[src/rtl/lrs_pkg.sv]
`timescale 1ns / 1ps
// Package for the LCD refresh sequencer: shared types, constants and the line glyph table.
// It depends on nothing. lrs_cmd_if and all modules use it.
package lrs_pkg;

    localparam int unsigned LINE_LENGTH = 16;
    localparam int unsigned POS_W       = 5;
    localparam int unsigned TEMP_W      = 10;
    localparam int unsigned DELAY_W     = 16;
    localparam int unsigned ELAPSED_W   = 17;

    localparam logic [7:0]           CMD_HOME    = 8'h02;
    localparam logic [7:0]           GLYPH_DIGIT = 8'h30;
    localparam logic [9:0]           TEMP_MAX    = 10'd999;
    localparam logic [ELAPSED_W-1:0] ELAPSED_MAX = {ELAPSED_W{1'b1}};
    localparam logic [DELAY_W-1:0]   DELAY_RESET = 16'd2;

    // These are the positions in the line that show temperature digits.
    localparam logic [POS_W-1:0] POS_TENS  = 5'd10;
    localparam logic [POS_W-1:0] POS_ONES  = 5'd11;
    localparam logic [POS_W-1:0] POS_TENTH = 5'd13;

    typedef enum logic {
        ACT_TICK = 1'b0,
        ACT_LOAD = 1'b1
    } t_action;

    typedef struct packed {
        logic [3:0] tens;
        logic [3:0] ones;
        logic [3:0] tenth;
    } t_digits;

    // This returns the fixed text of the line. The digit positions are overridden elsewhere.
    function automatic logic [7:0] line_glyph(input logic [3:0] pos);
        logic [7:0] g;
        case (pos)
            4'd0:    g = 8'h43; // C
            4'd1:    g = 8'h50; // P
            4'd2:    g = 8'h55; // U
            4'd3:    g = 8'h20;
            4'd4:    g = 8'h54; // T
            4'd5:    g = 8'h65; // e
            4'd6:    g = 8'h6D; // m
            4'd7:    g = 8'h70; // p
            4'd8:    g = 8'h3A; // :
            4'd9:    g = 8'h20;
            4'd10:   g = 8'h30;
            4'd11:   g = 8'h30;
            4'd12:   g = 8'h2E; // .
            4'd13:   g = 8'h30;
            4'd14:   g = 8'hDF; // degree sign
            4'd15:   g = 8'h43; // C
            default: g = 8'h20;
        endcase
        return g;
    endfunction

endpackage

[src/rtl/lrs_cmd_if.sv]
`timescale 1ns / 1ps
// Valid/ready channel that carries command transactions into the sequencer.
// It depends on lrs_pkg for the field widths.
interface lrs_cmd_if;
    logic                          valid;
    logic                          ready;
    logic                          action;
    logic [lrs_pkg::TEMP_W-1:0]    temp_tenths;

    modport source (output valid, output action, output temp_tenths, input ready);
    modport sink   (input valid, input action, input temp_tenths, output ready);
endinterface

[src/rtl/lrs_pins_if.sv]
`timescale 1ns / 1ps
// Valid/ready channel that carries LCD pin level transactions out of the sequencer.
// It has no dependencies.
interface lrs_pins_if;
    logic       valid;
    logic       ready;
    logic       rs_pin;
    logic       enable_pin;
    logic [7:0] data_pins;

    modport source (output valid, output rs_pin, output enable_pin, output data_pins, input ready);
    modport sink   (input valid, input rs_pin, input enable_pin, input data_pins, output ready);
endinterface

[src/rtl/lrs_digit_split.sv]
`timescale 1ns / 1ps
// Splits a temperature in tenths of a degree into three decimal digits, with clamping.
// It depends on lrs_pkg for t_digits and the temperature limit.
module lrs_digit_split (
    input  logic [lrs_pkg::TEMP_W-1:0] i_temp,
    output lrs_pkg::t_digits           o_digits
);

    logic [9:0] w_t;
    logic [3:0] w_hund;
    logic [6:0] w_rem;
    logic [3:0] w_ten;
    logic [3:0] w_unit;

    // Each digit is found by comparing against all nine thresholds in parallel.
    always_comb begin
        w_t    = (i_temp > lrs_pkg::TEMP_MAX) ? lrs_pkg::TEMP_MAX : i_temp;
        w_hund = '0;
        w_rem  = w_t[6:0];
        for (int k = 1; k <= 9; k++) begin
            if (w_t >= 10'(k * 100)) begin
                w_hund = 4'(k);
                w_rem  = 7'(w_t - 10'(k * 100));
            end
        end
        w_ten  = '0;
        w_unit = w_rem[3:0];
        for (int k = 1; k <= 9; k++) begin
            if (w_rem >= 7'(k * 10)) begin
                w_ten  = 4'(k);
                w_unit = 4'(w_rem - 7'(k * 10));
            end
        end
    end

    assign o_digits.tens  = w_hund;
    assign o_digits.ones  = w_ten;
    assign o_digits.tenth = w_unit;

endmodule

[src/rtl/lcd_refresh_sequencer_unit.sv]
`timescale 1ns / 1ps
// Top level of the LCD refresh sequencer. It depends on lrs_pkg, lrs_cmd_if,
// lrs_pins_if and lrs_digit_split.
//
// Usage: each command transaction on i_cmd is either a timer tick or a load of a
// new temperature in tenths of a degree. Every command produces exactly one
// transaction on o_pins that carries the RS, E and DB0..DB7 levels after that
// command's update. Ticks step through the text "CPU Temp: dd.d", a degree sign
// and C, then a cursor-home instruction, and then start over. Every write raises
// E, holds it until more than enable_delay_ticks ticks have passed, drops it and
// waits the same way before the next write. A temperature load only changes the
// digits shown in later writes; values above 999 are clamped.
// i_cfg_we writes enable_delay_ticks from i_cfg_wdata; the user must write it only
// while idle; the block does not enforce this. Timing: a command is captured in an
// input register and its result lands in the output register once that one is free
// or being drained. While o_pins is not stalled, one command is taken per cycle with
// no bubbles; the single pass of update logic between the two registers sets that
// rate. When o_pins is stalled, the held result stays put and one more command can
// sit in the input register; i_cmd.ready then drops until the output is taken.
// Reset (synchronous, active low) clears the pins, digits and sequence position and
// sets the delay to two ticks.
module lcd_refresh_sequencer_unit (
    input  logic                           i_clk,
    input  logic                           i_rst_n,
    input  logic                           i_cfg_we,
    input  logic [lrs_pkg::DELAY_W-1:0]    i_cfg_wdata,
    lrs_cmd_if.sink                        i_cmd,
    lrs_pins_if.source                     o_pins
);

    // Input register.
    logic                              r_s1_valid;
    logic                              r_s1_action;
    logic [lrs_pkg::TEMP_W-1:0]        r_s1_temp;

    // Configuration.
    logic [lrs_pkg::DELAY_W-1:0]       r_delay;

    // Sequencer state; the pin registers also serve as the output payload.
    logic                              r_out_valid;
    logic                              r_waiting,   n_waiting;
    logic                              r_en_high,   n_en_high;
    logic [lrs_pkg::ELAPSED_W-1:0]     r_elapsed,   n_elapsed;
    logic [lrs_pkg::POS_W-1:0]         r_pos,       n_pos;
    lrs_pkg::t_digits                  r_digits,    n_digits;
    logic                              r_rs,        n_rs;
    logic [7:0]                        r_bus,       n_bus;

    logic                              w_adv;
    logic [lrs_pkg::ELAPSED_W-1:0]     w_el_inc;
    logic [7:0]                        w_glyph;
    lrs_pkg::t_digits                  w_split;

    lrs_digit_split u_digit_split (
        .i_temp   (r_s1_temp),
        .o_digits (w_split)
    );

    // The held command moves on whenever the output register is free or being drained.
    assign w_adv       = r_s1_valid && (!r_out_valid || o_pins.ready);
    assign i_cmd.ready = !r_s1_valid || w_adv;

    assign o_pins.valid      = r_out_valid;
    assign o_pins.rs_pin     = r_rs;
    assign o_pins.enable_pin = r_en_high;
    assign o_pins.data_pins  = r_bus;

    always_ff @(posedge i_clk) begin
        if (!i_rst_n) begin
            r_s1_valid <= 1'b0;
        end else if (i_cmd.valid && i_cmd.ready) begin
            r_s1_valid <= 1'b1;
        end else if (w_adv) begin
            r_s1_valid <= 1'b0;
        end
    end

    always_ff @(posedge i_clk) begin
        if (i_cmd.valid && i_cmd.ready) begin
            r_s1_action <= i_cmd.action;
            r_s1_temp   <= i_cmd.temp_tenths;
        end
    end

    always_ff @(posedge i_clk) begin
        if (!i_rst_n) begin
            r_delay <= lrs_pkg::DELAY_RESET;
        end else if (i_cfg_we) begin
            r_delay <= i_cfg_wdata;
        end
    end

    // Saturating tick counter increment.
    assign w_el_inc = (r_elapsed == lrs_pkg::ELAPSED_MAX) ? r_elapsed
                                                          : r_elapsed + 1'b1;

    // The three digit positions take their glyph from the stored digits.
    always_comb begin
        if (r_pos == lrs_pkg::POS_TENS) begin
            w_glyph = lrs_pkg::GLYPH_DIGIT | {4'd0, r_digits.tens};
        end else if (r_pos == lrs_pkg::POS_ONES) begin
            w_glyph = lrs_pkg::GLYPH_DIGIT | {4'd0, r_digits.ones};
        end else if (r_pos == lrs_pkg::POS_TENTH) begin
            w_glyph = lrs_pkg::GLYPH_DIGIT | {4'd0, r_digits.tenth};
        end else begin
            w_glyph = lrs_pkg::line_glyph(r_pos[3:0]);
        end
    end

    // Next state for one command. A load stores new digits. A tick either keeps waiting,
    // ends the high phase of E, or ends the low phase (if any) and starts the next write.
    always_comb begin
        logic start_write;
        start_write = 1'b0;
        n_waiting   = r_waiting;
        n_en_high   = r_en_high;
        n_elapsed   = r_elapsed;
        n_pos       = r_pos;
        n_digits    = r_digits;
        n_rs        = r_rs;
        n_bus       = r_bus;
        if (r_s1_action == lrs_pkg::ACT_LOAD) begin
            n_digits = w_split;
        end else if (r_waiting) begin
            if (w_el_inc <= {1'b0, r_delay}) begin
                n_elapsed = w_el_inc;
            end else if (r_en_high) begin
                n_en_high = 1'b0;
                n_elapsed = '0;
            end else begin
                start_write = 1'b1;
            end
        end else begin
            start_write = 1'b1;
        end
        if (start_write) begin
            n_en_high = 1'b1;
            n_waiting = 1'b1;
            n_elapsed = '0;
            if (r_pos >= lrs_pkg::POS_W'(lrs_pkg::LINE_LENGTH)) begin
                // End of the line: send cursor-home as an instruction.
                n_pos = '0;
                n_rs  = 1'b0;
                n_bus = lrs_pkg::CMD_HOME;
            end else begin
                n_pos = r_pos + 1'b1;
                n_rs  = 1'b1;
                n_bus = w_glyph;
            end
        end
    end

    always_ff @(posedge i_clk) begin
        if (!i_rst_n) begin
            r_out_valid <= 1'b0;
            r_waiting   <= 1'b0;
            r_en_high   <= 1'b0;
            r_elapsed   <= '0;
            r_pos       <= '0;
            r_digits    <= '0;
            r_rs        <= 1'b0;
            r_bus       <= '0;
        end else begin
            if (w_adv) begin
                r_out_valid <= 1'b1;
                r_waiting   <= n_waiting;
                r_en_high   <= n_en_high;
                r_elapsed   <= n_elapsed;
                r_pos       <= n_pos;
                r_digits    <= n_digits;
                r_rs        <= n_rs;
                r_bus       <= n_bus;
            end else if (o_pins.ready) begin
                r_out_valid <= 1'b0;
            end
        end
    end

endmodule
[src/flat_wrapper.sv]
// flat-port wrapper written by rule: the top's interface ports become plain ports
module lcd_refresh_sequencer_unit_flat 
  (i_clk, i_rst_n, i_cfg_we, i_cfg_wdata, i_cmd_valid, i_cmd_action, i_cmd_temp_tenths, i_cmd_ready, o_pins_valid, o_pins_rs_pin, o_pins_enable_pin, o_pins_data_pins, o_pins_ready);
  lrs_cmd_if i_cmd_i ();
  lrs_pins_if o_pins_i ();
  input  logic i_clk;
  input  logic i_rst_n;
  input  logic i_cfg_we;
  input  logic [lrs_pkg::DELAY_W-1:0] i_cfg_wdata;
  input wire logic [$bits(i_cmd_i.valid)-1:0] i_cmd_valid;
  input wire logic [$bits(i_cmd_i.action)-1:0] i_cmd_action;
  input wire logic [$bits(i_cmd_i.temp_tenths)-1:0] i_cmd_temp_tenths;
  output wire logic [$bits(i_cmd_i.ready)-1:0] i_cmd_ready;
  output wire logic [$bits(o_pins_i.valid)-1:0] o_pins_valid;
  output wire logic [$bits(o_pins_i.rs_pin)-1:0] o_pins_rs_pin;
  output wire logic [$bits(o_pins_i.enable_pin)-1:0] o_pins_enable_pin;
  output wire logic [$bits(o_pins_i.data_pins)-1:0] o_pins_data_pins;
  input wire logic [$bits(o_pins_i.ready)-1:0] o_pins_ready;
  assign i_cmd_i.valid = i_cmd_valid;
  assign i_cmd_i.action = i_cmd_action;
  assign i_cmd_i.temp_tenths = i_cmd_temp_tenths;
  assign i_cmd_ready = i_cmd_i.ready;
  assign o_pins_valid = o_pins_i.valid;
  assign o_pins_rs_pin = o_pins_i.rs_pin;
  assign o_pins_enable_pin = o_pins_i.enable_pin;
  assign o_pins_data_pins = o_pins_i.data_pins;
  assign o_pins_i.ready = o_pins_ready;
  lcd_refresh_sequencer_unit u_core (.i_clk(i_clk), .i_rst_n(i_rst_n), .i_cfg_we(i_cfg_we), .i_cfg_wdata(i_cfg_wdata), .i_cmd(i_cmd_i), .o_pins(o_pins_i));
endmodule
[config.mk]
export PLATFORM = sky130hd
export DESIGN_NAME = lcd_refresh_sequencer_unit_flat
export DESIGN_NICKNAME = d
export VERILOG_FILES = /design/src/rtl/lrs_pkg.sv /design/src/rtl/lrs_cmd_if.sv /design/src/rtl/lrs_pins_if.sv /design/src/rtl/lrs_digit_split.sv /design/src/rtl/lcd_refresh_sequencer_unit.sv /design/src/flat_wrapper.sv
export SDC_FILE = /design/constraint.sdc
export NUM_CORES = 1
export LEC_CHECK = 0
export BUFFER_PORTS_ARGS = -buffer_cell sky130_fd_sc_hd__buf_2
export CORE_MARGIN = 3
export CORE_UTILIZATION = 55
export CTS_CLUSTER_DIAMETER = 150
export DETAILED_ROUTE_END_ITERATION = 12
export GPL_TIMING_DRIVEN = 0
export HOLD_SLACK_MARGIN = 0.03
export PLACE_DENSITY = 0.74
export SLEW_MARGIN = 20
export SYNTH_ARGS = -nofsm -noshare
export SYNTH_HDL_FRONTEND = slang
export SYNTH_SLANG_ARGS = --single-unit
[constraint.sdc]
create_clock -name i_clk -period 5.5 [get_ports i_clk]
set_input_delay 0.55 -clock i_clk [delete_from_list [all_inputs] [get_ports i_clk]]
set_output_delay 0.55 -clock i_clk [all_outputs]
set_load 0.03 [all_outputs]
[After elaboration in Yosys (flattened, before gate mapping)]
Memory sizes are Yosys's and may differ from the RTL's. A register that Yosys moved wholly into a read port is not among the register bits.
Index checks and enable logic that the tools add are counted.
Storage, ports and cells
  register bits after elaboration: 74
  memory bits (read-only): 128
  input port bits: 32
  output and inout port bits: 12
  word-level logic and storage cells: 139
  memories: 1
Memories
  (name not given): words 16, bits a word 8, read ports 1, clocked after Yosys merged registers in 1, write ports 0, RTL line lrs_pkg.sv:37  | case (pos)
Cells by class
  add/subtract/negate cells: 20
  order comparisons: 21
  equal/unequal tests: 6
  mux-type cells: 63
  reductions and logical operators: 14
Operators with widths (count)
  2-to-1 mux 4 bit: 27
  2-to-1 mux 17 bit: 6
  2-to-1 mux 7 bit: 9
  greater-or-equal comparator 10 bit, second input constant: 4
  2-to-1 mux 8 bit: 4
  greater-or-equal comparator 10 x 9 -> 1 bit, second input constant: 3
  subtractor 7 bit, second input constant: 4
  greater-or-equal comparator 7 x 6 -> 1 bit, second input constant: 3
  greater-or-equal comparator 7 bit, second input constant: 3
  subtractor 7 x 6 -> 7 bit, second input constant: 3
  subtractor 4 bit, second input constant: 5
  adder 17 x 1 -> 17 bit, second input constant: 1
  == test 17 bit, second input constant: 1
  less-or-equal comparator 17 x 16 -> 1 bit: 1
  == test 5 x 4 -> 1 bit, second input constant: 3
  2-to-1 mux 1 bit: 15
  greater-or-equal comparator 7 x 5 -> 1 bit, second input constant: 2
  greater-or-equal comparator 10 x 7 -> 1 bit, second input constant: 1
  greater-or-equal comparator 10 x 8 -> 1 bit, second input constant: 1
  > comparator 10 bit, second input constant: 1
  2-to-1 mux 10 bit: 1
  AND reduction 4 bit: 2
  subtractor 4 x 3 -> 4 bit, second input constant: 2
  greater-or-equal comparator 7 x 4 -> 1 bit, second input constant: 1
  14 further kinds: 21

[Depth between registers and ports, before layout]
Gate-level depths: netlist (run 1).
  depth in word-level cells: 22
  depth in mapped cells: 26
  mapped depth without buffers: 25

[Modules after synthesis]
Synthesis (run 1) repeated with hierarchy kept, for this count alone.
Second synthesis, totals
  cells, all modules: 731
  area total of the unflattened synthesis: 6079.6 µm²
Modules (own cells, without submodules)
  lcd_refresh_sequencer_unit: instances 1, cells an instance 449, area an instance 4139.0 µm²
  lrs_digit_split: instances 1, cells an instance 282, area an instance 1940.6 µm²

[Worst setup path after synthesis (run 1)]
OpenSTA, ideal clock, no wires.
  path type: flip-flop to flip-flop
  start: register u_core.r_elapsed[0] in the netlist's numbering
  end: register with a tool-made name
  arrival time: 4920 ps
  setup slack: 448 ps
  cell stages (with the launch flop): 24
  buffers on the path: 1
  cell sequence: dfxtp_1 -> ha_1 -> nand4_1 -> nor2_1 -> nand3_1 -> and4_1 -> clkbuf_1 -> nand3_1 -> nor2_1 -> nand3_1 -> xnor2_1 -> ha_1 -> nand4_1 -> nor2_1 -> o21ai_0 -> a21o_1 -> a2111oi_0 -> nor2_1 -> or3_1 -> a21oi_1 -> inv_1 -> ha_1 -> o31ai_1 -> a22oi_1
RTL lines
  from (decl): RTL line lcd_refresh_sequencer_unit.sv:43  | logic [lrs_pkg::ELAPSED_W-1:0] r_elapsed, n_elapsed;
  from (signal assigned): RTL line lcd_refresh_sequencer_unit.sv:168  | r_elapsed <= n_elapsed;

[Worst setup path after layout (run 1)]
  start: register u_core.r_s1_temp[7] in the netlist's numbering
  end: register u_core.r_digits[2] in the netlist's numbering
Between the ends
  word-level cells in the longest chain between the ends: 22
  elaborated cells on any way between the ends: 56
  classes of those cells: add/sub (18); order compare (19); mux (19)
RTL lines
  from (decl): RTL line lcd_refresh_sequencer_unit.sv:34  | logic [lrs_pkg::TEMP_W-1:0] r_s1_temp;
  from (signal assigned): RTL line lcd_refresh_sequencer_unit.sv:81  | r_s1_temp <= i_cmd.temp_tenths;
  > comparator 10 bit: RTL line lrs_digit_split.sv:17  | w_t = (i_temp > lrs_pkg::TEMP_MAX) ? lrs_pkg::TEMP_MAX : i_temp;
  2-to-1 mux 10 bit (*): RTL line lrs_digit_split.sv:17
  greater-or-equal comparator 10 x 7 -> 1 bit / subtractor 7 bit (equally long branches): RTL line lrs_digit_split.sv:21, lrs_digit_split.sv:23
  2-to-1 mux 7 bit (8 in series): RTL line lrs_digit_split.sv:21  | if (w_t >= 10'(k * 100)) begin
  2-to-1 mux 7 bit (*): RTL line lrs_digit_split.sv:21
  greater-or-equal comparator 7 x 4 -> 1 bit / subtractor 4 bit (equally long branches): RTL line lrs_digit_split.sv:29, lrs_digit_split.sv:31
  2-to-1 mux 4 bit (8 in series): RTL line lrs_digit_split.sv:29  | if (w_rem >= 7'(k * 10)) begin
  2-to-1 mux 4 bit (*): RTL line lrs_digit_split.sv:29
  to (signal assigned): RTL line lcd_refresh_sequencer_unit.sv:170  | r_digits <= n_digits;
  to (decl): RTL line lcd_refresh_sequencer_unit.sv:45  | lrs_pkg::t_digits r_digits, n_digits;
Mark *: on every way between the ends. The rest lies on a longest branch, timed or not.
A chain may end at the register's enable or synchronous reset.

==> summary.txt, run 1 <==
Min path
  • Worst min-delay path endpoint: u_core.r_s1_temp[9]
  • Startpoint of the worst hold path: i_cmd_temp_tenths[9]
  • Hold Crit Depth: 1
  • HP Class: primary input to flop

Critical path
  • Worst Path Arrival: 5440 ps
  • CP max stage delay: 510 ps
  • Reg2reg path depth: 18
  • Reg2reg start: u_core.r_s1_temp[7]
  • Critical path peak fanout: 9
  • Worst setup path start: u_core.r_s1_temp[7]
  • Setup Crit Path Kind: flop to flop
  • R2R Setup Slk: between 300 and 400 ps
  • R2R Path End: u_core.r_digits[2]
  • Worst path required time: 5770 ps
  • Critical-path cell list: buf_4, nand4_2, o21ai_2, inv_1, ha_1, o211ai_1, and2_1, a311o_1, a311oi_1, nor3_4, ha_1, a21boi_1, inv_1, a211oi_1, nor4_1, a221oi_1, o21a_1, o2bb2ai_1
  • Crit end category: flop
  • Critical path buffer and inverter count: 3
  • Critical path's slowest cell: o21ai_2
  • Cell family with most CP delay: compound AO/OA/AOI/OAI gates
  • Startpoint Class: flop

Timing
  • Max-slew violation count: 0
  • RSZ-0062 raised after global routing: no
  • Final period util: 0.939
  • Final setup viols: 0
  • Slew headroom: 0.523
  • Clock period minus worst slack: 5170 ps
  • Worst Slack Setup Final: between 300 and 400 ps
  • Final hold violations: 0
  • Worst Skew: 13.3 ps
  • Fmax achieved: approximately 190 MHz
  • Worst-Margin Slew: between 700 and 800 ps

Pwr
  • Seq pwr share: 0.430
  • Sw frac: 0.341
  • P_sw: 512 µW
  • Combinational share of power: 0.258
  • Leak Pwr: 0.00277 µW
  • Cell Pwr Density: 225 nW/µm²
  • Int Power: 991 µW
  • Worst vdd ir: ~0.18 mV
  • Clk pwr share: 0.312

Clock network
  • Clk slew on worst S/H paths: 90 ps
  • Root buffer cell: clkbuf_8
  • CTS sink count: 82
  • H-tree Lvls: 3
  • Worst-Skew Late Latency: 380 ps
  • CTS Buffer Depth: 2
  • TritonCTS buffer count: 9
  • CTS tree: done
  • CTS Hold Bufs: 0

Die
  • Die X: ~110 µm
  • Row count: 37
  • Ports: 44
  • Initial Util: 0.573
  • Die ar.: 12200 µm²
  • Core ar.: around 10000 µm²
  • Die Span Y: ~110 µm

Route
  • DR DRC count: 0
  • First drt pass iteration count: 7
  • Final ANT Viol Nets: 0
  • DR WL/cell: 17.3 µm
  • Post-DR vias/cell: approximately 6
  • Via count: 5892
  • DRT iter0 DRCs: 454
  • DRT Wirelength: 16500 µm

Finish
  • Utilization after layout: 0.638
  • Design area: between 6000 and 7000 µm²
  • Total Nets Final: 893
  • Layout cell share with drive strength beyond 1: 0.136
  • Final std cells w/o fill: 957
  • Diode count: 0
  • Area Growth Syn to Fin: 11.3%
  • Fill count: ~950

Synthesis
  • #FFs+latches synth: 82
  • Syn Std Cell Area: about 6000 µm²
  • Syn Nets: 841
  • Asr flop ratio synth: 0
  • Post-synth cell types: 84
  • Mean Syn Cell Area: 7.85 µm²
  • Sequential area share after synthesis: 0.292
  • Cells after Synth: 764
  • Ys Warns: 0
  • Post-synth EDFFs: 11
  • Dominant synthesized flop cell: dfxtp_1

Placed design
  • Pre-CTS setup slack: -571 ps
  • Placed inst area: 6370 µm²
  • Detailed Place HPWL: 12400 µm
  • GPL Wtd Cong: 1.05
  • Dpl cells: around 940
  • Input/output buffers: 41

Status
  • Status: complete, no violations

Global route
  • Pin count of the biggest net entering global routing: 17
  • First-pass GRT wire length: approximately 27000 µm
  • GR Util All Layers: 0.265
  • Antenna violations before repair: 0
  • Global route total overflow: 0
  • Vias in the first global route: approximately 5.5k

Job
  • Total of max-cap violations: 0
==> per-layer routing <==
layer,track usage,part of all wire,up-vias
li1,-,-,2878
met1,0.368,0.47,2777
met2,0.412,0.45,212
met3,0.0521,0.063,25
met4,0.0887,0.016,0
met5,0,0,-
==> worst max-delay path by stage <==
stage | cells after the start | endpoint | slack [ps]
after floorplan | 23 | flop | 450
after global placement | 24 | flop | -420
after detailed placement | 24 | flop | -570
after CTS | 25 | flop | 20
after global routing | 18 | u_core.r_digits[2] | 20
final | 18 | u_core.r_digits[2] | 330
==> sequential cells by signal, indices dropped and copies added (netlist names), named ones only <==
name,count
u_core.r_elapsed,17
u_core.r_delay,16
u_core.r_digits,12
u_core.r_s1_temp,10
u_core.o_pins.data_pins,8
u_core.r_pos,5
u_core.o_pins.enable_pin,1
u_core.o_pins.rs_pin,1
u_core.o_pins.valid,1
u_core.r_s1_action,1
u_core.r_s1_valid,1
u_core.r_waiting,1
==> cells in the final DEF, fill, tap and decap left out, types with 11 or more instances in the layout <==
| cell | n |
|---|---|
| o211ai_1 | 15 |
| nand3_1 | 25 |
| clkbuf_1 | 24 |
| inv_1 | 40 |
| mux2i_1 | 21 |
| o21a_1 | 12 |
| a21o_1 | 12 |
| dfxtp_1 | 71 |
| ha_1 | 45 |
| nand2_1 | 57 |
| nor3_1 | 17 |
| o21ai_0 | 45 |
| buf_2 | 53 |
| nor2_1 | 102 |
| a21oi_1 | 55 |
| edfxtp_1 | 11 |
==> power by group through the flow <==
stage,clock network [µW],registers (µW),logic [µW]
2_1_floorplan,0,660,276
3_3_place_gp,0,659,365
3_5_place_dp,0,660,372
4_1_cts,476,646,376
5_1_grt,499,650,426
6_report,468,646,388
==> per-stage QoR <==
| step | hold WS (ps) | power [µW] | TNS [ps] |
|---|---|---|---|
| detailed placement | 460 | 1030 | -2480 |
| global route | 332 | 1580 | 0 |
| global placement | 450 | 1020 | -1530 |
| CTS | 334 | 1500 | 0 |
| floorplan | 432 | 936 | 0 |
| finish | 348 | 1500 | 0 |
==> what timing repair did <==
action	in CTS	in global routing
resized for setup	7	13
setup buffers	0	2
endpoints found under the setup margin	8	11
pin swaps	1	2
==> cells in the mapped netlist (all sizes together), types with 5 or more instances <==
| library cell | number | area (µm²) |
|---|---|---|
| xor2 | 8 | 70.1 |
| or3 | 5 | 31.3 |
| or2 | 5 | 33.8 |
| mux2i | 21 | 210 |
| a31oi | 10 | 68.8 |
| nor2b | 5 | 31.3 |
| nand2 | 57 | 214 |
| nand3 | 26 | 130 |
| a22oi | 9 | 67.6 |
| a221oi | 5 | 56.3 |
| a21oi | 59 | 299 |
| nand4 | 9 | 62.6 |
| o211ai | 16 | 134 |
| clkbuf | 26 | 97.6 |
| a211oi | 11 | 87.6 |
| dfxtp | 71 | 1420 |
| nand3b | 6 | 45.0 |
| and3 | 7 | 43.8 |
| edfxtp | 11 | 330 |
| a21o | 12 | 90.1 |
| nor3 | 19 | 100 |
| nor2 | 107 | 409 |
| ha | 45 | 563 |
| nor3b | 5 | 37.5 |
| o21a | 12 | 90.1 |
| xnor2 | 10 | 87.6 |
| inv | 43 | 161 |
| o31ai | 5 | 37.5 |
| o21ai | 49 | 253 |
| buf | 19 | 109 |
==> cell type report <==
| class | count | area [µm²] | area share |
|---|---|---|---|
| inverter | 43 | 161 | 0.0242 |
| buffer | 43 | 199 | 0.0298 |
| sequential | 82 | 1750 | 0.262 |
| clock buffer | 9 | 124 | 0.0185 |
| multi-input combinational | 594 | 3960 | 0.593 |
| clock inverter | 7 | 88.8 | 0.0133 |
| tap | 136 | 170 | 0.0255 |
| timing repair buffer | 43 | 220 | 0.0330 |
==> cells by family (layout without fill, tap and decap cells) <==
logic type,Yosys count,in the layout,synth area share
fa+ha+maj,45,45,0.0939
flops,82,82,0.292
xor+xnor,18,18,0.0263
mux,24,24,0.0407
compound gates,233,233,0.267
buf+inv,88,145,0.0613
simple gates,274,274,0.219
Note: power is estimated with default switching activity, not from simulation.
==> run 2: changes to the inputs <==
--- a/config.mk
+++ b/config.mk
@@ -10,7 +10,7 @@
 export CORE_UTILIZATION = 55
 export CTS_CLUSTER_DIAMETER = 150
 export DETAILED_ROUTE_END_ITERATION = 12
-export GPL_TIMING_DRIVEN = 0
+export GPL_TIMING_DRIVEN = 1
 export HOLD_SLACK_MARGIN = 0.03
 export PLACE_DENSITY = 0.74
 export SLEW_MARGIN = 20
==> run 2 against run 1 <==
Against the previous run:
- global-route usage is 0.24 points lower
- highest routed layer unchanged
- routed wire length is 2.6% lower
- cell area is 1.1% lower
- sequential power is 0.6% higher
- sequential share of layout area is 0.28 points higher
- core utilization is 0.68 points lower
- first-iteration DRC count is 26% lower
- combinational power is 2% lower
- non-clock buffer count is 18 lower
==> summary.txt, run 2 (synthesized netlist as in run 1, its figures left out) <==
Timing
  • Fmax achieved: 197 MHz (+1.5%)
  • Worst Slack Setup Final: 411 ps (+78.4 ps)
  • Final setup viols: 0 (unchanged)
  • Slew headroom: 0.343 (-0.180)
  • Worst Skew: 12.5 ps (-0.816 ps)
  • Worst-Margin Slew: 974 ps (+259 ps)
  • Max-slew violation count: 0 (unchanged)
  • Final hold violations: 0 (unchanged)
  • Final period util: 0.925 (-0.0142)
  • RSZ-0062 raised after global routing: no
  • Clock period minus worst slack: 5090 ps (-78.4 ps)
  • Setup tns final: 0 ps (unchanged)

Finish
  • Total Nets Final: 875 (-2.0%)
  • Commonest cells after routing, fill and taps aside: nor2_1, dfxtp_1, a21oi_1
  • Area Growth Syn to Fin: 10.2%
  • Most common cell after layout, fill and taps aside: nor2_1
  • Diode count: 0 (unchanged)
  • Most flop-heavy register: u_core.r_elapsed
  • Largest regs: u_core.r_elapsed x17, u_core.r_delay x16, u_core.r_digits x12
  • Layout cell share with drive strength beyond 1: 0.143 (+0.00679)
  • Max reg flops: 17 (unchanged)
  • Fill count: 955 (+0.84%)

Critical path
  • Cell family with most CP delay: simple AND/OR/NAND/NOR gates
  • Critical path buffer and inverter count: 3 (unchanged)
  • Critical path's slowest cell: mux2_2
  • Critical-path cell list: ha_1, nand4_1, nor2_1, nand3_1, and4_2, nand2_1, nor3_4, nand3_1, xnor2_1, ha_1, a2111oi_0, o21ai_0, a21oi_1, a2111oi_0, buf_4, nor2_1, mux2_2, inv_1, nor2_1, inv_1, ha_1, nor2_1, a221o_1, a21oi_1
  • Critical path peak fanout: 7 (-2)
  • Worst path most repeated cell: nor2_1
  • CP max stage delay: 410 ps (-100 ps)
  • Worst Path Arrival: 5400 ps (-40 ps)
  • Crit end category: flop
  • R2R Setup Slk: 410 ps (+80 ps)
  • Setup Crit Path Kind: flop to flop
  • Startpoint Class: flop
  • Worst path required time: 5810 ps (+40 ps)

Placed design
  • Input/output buffers: 43 (+4.9%)
  • Pre-CTS setup slack: 273 ps (+845 ps)
  • Detailed Place HPWL: 12100 µm (-2.8%)
  • GPL Wtd Cong: 1.03 (-1.1%)

Route
  • Post-DR vias/cell: 6.19 (+0.48%)
  • Top routing layer used: met4
  • Met2 WL post-DR: 7430 µm (-1.2%)
  • Via count: 5809 (-1.4%)
  • Final ANT Viol Nets: 0 (unchanged)
  • DR DRC count: 0 (unchanged)
  • DRT iter0 DRCs: 335 (-26%)
  • Met1 WL: 7280 µm (-5.8%)
  • DR WL/cell: 17.1 µm (-0.77%)
  • First drt pass iteration count: 5 (-2)
  • DR WL met3: 1130 µm (+8.5%)
  • DRT Wirelength: 16100 µm (-2.6%)

Status
  • Status: complete, no violations

Clock network
  • Root buffer cell: clkbuf_8
  • CTS tree: done
  • Worst-Skew Late Latency: 380 ps (about the same)
  • H-tree Lvls: 3 (unchanged)
  • Clk slew on worst S/H paths: 90 ps (about the same)
  • CTS Buffer Depth: 2 (unchanged)
  • CTS Hold Bufs: 0 (unchanged)
  • CTS sink count: 82 (unchanged)
  • TritonCTS buffer count: 9 (unchanged)

Pwr
  • Cell Pwr Density: 227 nW/µm² (+1.0%)
  • Worst vdd ir: 0.155 mV (-13%)
  • Leak Pwr: 0.00279 µW (+0.45%)

Die
  • Die Span Y: 110 µm (unchanged)
  • Ports: 44 (unchanged)
  • Core ar.: 10500 µm² (unchanged)
  • Row count: 37 (unchanged)
  • Initial Util: 0.573 (unchanged)
  • Die X: 110 µm (unchanged)
  • Die ar.: 12200 µm² (unchanged)

Global route
  • Global route total overflow: 0 (unchanged)
  • First-pass GRT wire length: 26800 µm (-0.51%)
  • Vias in the first global route: 5609 (+2.5%)
  • Antenna violations before repair: 0 (unchanged)
  • GR Util All Layers: 0.262 (-0.00242)
  • Pin count of the biggest net entering global routing: 64 (+47)

Job
  • Total of max-cap violations: 0 (unchanged)

Min path
  • HP Class: primary input to flop
run 2: cell count changes in the layout (fill, tap and decap cells not counted), moves of 2 or more:
cell / previous run / this run
a2111oi_0: 1 / 3
a21oi_1: 55 / 58
a21oi_2: 3 / 1
buf_1: 2 / 0
buf_2: 53 / 43
buf_4: 6 / 25
clkbuf_1: 24 / 0
clkinv_4: 3 / 1
inv_8: 0 / 2
nor2_1: 102 / 104
run 2: layout make-up:
type,instances,area (µm²),area share
clock buffers,9,124,0.0187
clock inverters,7,83.8,0.0127
inverters,43,161,0.0244
multi-input cells,594,3910,0.592
flip-flops and latches,82,1750,0.265
well taps,136,170,0.0258
repair buffers,68,403,0.0610
run 2: worst paths after layout:
kind | startpoint | end | cells after the start
worst max register to register | u_core.r_elapsed[0] | flop | 24
worst max-delay path | u_core.r_elapsed[0] | flop | 24
worst min register to register | u_core.r_digits[6] | u_core.r_digits[6] | 2
worst min-delay path | i_cmd_temp_tenths[9] | u_core.r_s1_temp[9] | 1
run 2: report_power, final:
part           total (µW)  switching [µW]  internal, µW
sequential            650            18.7           631
combinational         382             239           143
clock                 470             252           219
total                1500             510           992
run 2: through the flow:
step	utilization	instances	cell area (µm²)	hold WS, ps	total power [µW]
global placement	0.608	922	6360	450	1030
global route	0.632	939	6610	335	1580
finish	0.632	939	6610	343	1500
floorplan	-	764	6000	432	936
detailed placement	0.608	922	6360	447	1040
CTS	0.628	938	6570	332	1500
run 2: timing repair:
item                                    in CTS  in global routing
endpoints found under the setup margin       0                  5
resized for setup                            0                  7
endpoints found under the hold margin        0                  0
setup buffers                                0                  1
run 2: worst register-to-register path: cells and delay by family, from the launching register on:
| kind | cells | cell delay (ps) |
|---|---|---|
| simple gates | 10 | 1560 |
| compound gates | 6 | 1210 |
| fa+ha+maj | 3 | 790 |
| buf+inv | 3 | 440 |
| mux | 1 | 410 |
| flops | 1 | 360 |
| xor+xnor | 1 | 260 |
run 2: layer usage:
layer | vias to the layer above | GRT usage
li1 | 2841 | -
met1 | 2746 | 0.348
met2 | 194 | 0.427
met3 | 28 | 0.0542
met4 | 0 | 0.0862
met5 | - | 0
==> run 3: changes to the inputs <==
--- a/config.mk
+++ b/config.mk
@@ -9,6 +9,7 @@
 export CORE_MARGIN = 3
 export CORE_UTILIZATION = 55
 export CTS_CLUSTER_DIAMETER = 150
+export CTS_CLUSTER_SIZE = 16
 export DETAILED_ROUTE_END_ITERATION = 12
 export GPL_TIMING_DRIVEN = 1
 export HOLD_SLACK_MARGIN = 0.03
==> constraint.sdc (replaced) <==
create_clock -name i_clk -period 5.9 [get_ports i_clk]
set_input_delay 0.59 -clock i_clk [delete_from_list [all_inputs] [get_ports i_clk]]
set_output_delay 0.59 -clock i_clk [all_outputs]
set_load 0.03 [all_outputs]
==> run 3 against run 2 <==
Against the previous run:
- clock-buffer cell count increased by 1
- routed wire length decreased by 0.89%
- clock skew decreased by 1.4 ps
- sequential share of layout area increased by 0.27 points
- cell area decreased by 1.0%
- clock power decreased by 3%
- flip-flop and latch count unchanged
- first-iteration DRC count increased by 35%
- worst hold slack improved by 47 ps
- global-route usage decreased by 0.31 points
- combinational power decreased by 8.6%
- sequential power decreased by 6.2%
- largest cell class unchanged
- largest power group unchanged
==> summary.txt, run 3 (synthesized netlist as in run 1, its figures left out) <==
Status
  • Status: complete, no violations

Timing
  • Final hold violations: 0 (unchanged)
  • Worst Skew: 11.1 ps (-1.40 ps)
  • Worst Slack Setup Final: 479 ps (+68.0 ps)
  • Clock period minus worst slack: 5420 ps (+332 ps)
  • Max-slew violation count: 0 (unchanged)
  • Final setup viols: 0 (unchanged)
  • Final period util: 0.919 (-0.00646)
  • Worst-Margin Slew: 737 ps (-238 ps)
  • Fmax achieved: 184 MHz (-6.1%)
  • Slew headroom: 0.505 (+0.161)
  • Setup tns final: 0 ps (unchanged)
  • RSZ-0062 raised after global routing: no
  • Hold Slack: 391 ps (+47.5 ps)

Critical path
  • Cell family with most CP delay: simple AND/OR/NAND/NOR gates
  • Startpoint Class: flop
  • Crit end category: flop
  • Setup Crit Path Kind: flop to flop
  • Critical path buffer and inverter count: 4 (+1)
  • Critical path peak fanout: 9 (+2)
  • CP max stage delay: 620 ps (+210 ps)
  • Worst setup path start: u_core.r_elapsed[0]
  • Critical path's slowest cell: a2111oi_0
  • Worst Path Arrival: 5670 ps (+270 ps)
  • Worst path most repeated cell: nand3_1
  • Worst path required time: 6150 ps (+340 ps)
  • Reg2reg start: u_core.r_elapsed[0]

Finish
  • Most flop-heavy register: u_core.r_elapsed
  • Fill count: 967 (+1.3%)
  • Largest regs: u_core.r_elapsed x17, u_core.r_delay x16, u_core.r_digits x12
  • Commonest cells after routing, fill and taps aside: nor2_1, dfxtp_1, a21oi_1
  • Total Nets Final: 866 (-1.0%)
  • Diode count: 0 (unchanged)
  • Multi-input gate area: 3900 µm² (-0.45%)
  • Layout cell share with drive strength beyond 1: 0.130 (-0.0135)
  • Area Growth Syn to Fin: 9.05%
  • Final std cells w/o fill: 930 (-0.96%)
  • Register area: 1750 µm² (unchanged)
  • Design area: 6540 µm² (-1.0%)
  • Max reg flops: 17 (unchanged)
  • Most common cell after layout, fill and taps aside: nor2_1

Clock network
  • Post-CTS setup buffer count: 0 (unchanged)
  • H-tree Lvls: 3 (unchanged)
  • Worst-Skew Late Latency: 380 ps (about the same)
  • Post-CTS resize count: 0 (unchanged)
  • Root buffer cell: clkbuf_8
  • CTS sink count: 82 (unchanged)
  • TritonCTS buffer count: 9 (unchanged)
  • CTS Buffer Depth: 2 (unchanged)
  • Clk slew on worst S/H paths: 100 ps (about the same)
  • CTS Hold Bufs: 0 (unchanged)
  • CTS tree: done

Die
  • Row count: 37 (unchanged)
  • Die X: 110 µm (unchanged)
  • Core ar.: 10500 µm² (unchanged)
  • Ports: 44 (unchanged)
  • Die ar.: 12200 µm² (unchanged)
  • Initial Util: 0.573 (unchanged)
  • Die Span Y: 110 µm (unchanged)

Route
  • DR WL/cell: 17.2 µm (about the same)
  • DRT Wirelength: 16000 µm (-0.89%)
  • Final ANT Viol Nets: 0 (unchanged)
  • First drt pass iteration count: 5 (unchanged)
  • Via count: 5808 (-0.017%)
  • DRT iter0 DRCs: 453 (+35%)
  • DR DRC count: 0 (unchanged)
  • Post-DR vias/cell: 6.25 (+0.95%)

Global route
  • Vias in the first global route: 5403 (-3.7%)
  • Pin count of the biggest net entering global routing: 64 (unchanged)
  • GR Util All Layers: 0.259 (-0.00311)
  • First-pass GRT wire length: 26500 µm (-1.1%)
  • Global route total overflow: 0 (unchanged)
  • Antenna violations before repair: 0 (unchanged)

Placed design
  • Input/output buffers: 43 (unchanged)
  • GPL Wtd Cong: 1.02 (-1.1%)
  • Dpl cells: 914 (-0.87%)
  • Pre-CTS setup slack: 307 ps (+34.0 ps)
  • Placed inst area: 6300 µm² (-0.94%)
  • Detailed Place HPWL: 11800 µm (-2.7%)

Pwr
  • Leak Pwr: 0.00274 µW (-1.7%)
  • Cell Pwr Density: 217 nW/µm² (-4.7%)
  • Worst vdd ir: 0.146 mV (-6.4%)

Min path
  • HP Class: primary input to flop
  • Startpoint of the worst hold path: i_cmd_action

Job
  • Total of max-cap violations: 0 (unchanged)
[run 3: where the power goes]
part	leakage [µW]	internal [µW]	switching [µW]	total, µW
Combinational	0.00194	130	219	349
Sequential	0.000685	588	21.6	610
Clock	0.000112	229	228	458
Total	0.00274	948	469	1420
[run 3: worst paths after layout]
check	to	slack (ps)	cells after the start
worst max-delay path	flop	480	25
worst min-delay path	u_core.r_s1_action	390	1
worst max register to register	flop	480	25
worst min register to register	u_core.r_digits[4]	460	2
[run 3: worst reg2reg max path, delay by kind of cell (launching register included)]
family,cells,cell delay [ps]
DFF,1,360
adders and majority gates,3,830
and+or+nand+nor,12,2060
AOI/OAI and AO/OA,5,1250
xor gates and xnor gates,1,190
buffers and inverters,4,590
[run 3: cell type report]
class,count,area share
clock buffer,10,0.0228
clock inverter,6,0.0119
inverter,43,0.0247
multi-input combinational,594,0.596
sequential,82,0.268
tap,136,0.0260
timing repair buffer,59,0.0513
[run 3: metal layers]
metal  GRT usage  part of all wire  wire, µm
met1       0.363              0.44      7090
met2       0.411              0.46      7350
met4      0.0829             0.016       259
met3      0.0389             0.079      1260
met5           0                 0         0
[run 3: metrics by stage]
stage | power, µW | util
2_1_floorplan | 873 | -
3_3_place_gp | 954 | 0.603
3_5_place_dp | 961 | 0.603
4_1_cts | 1420 | 0.624
5_1_grt | 1490 | 0.625
6_report | 1420 | 0.625
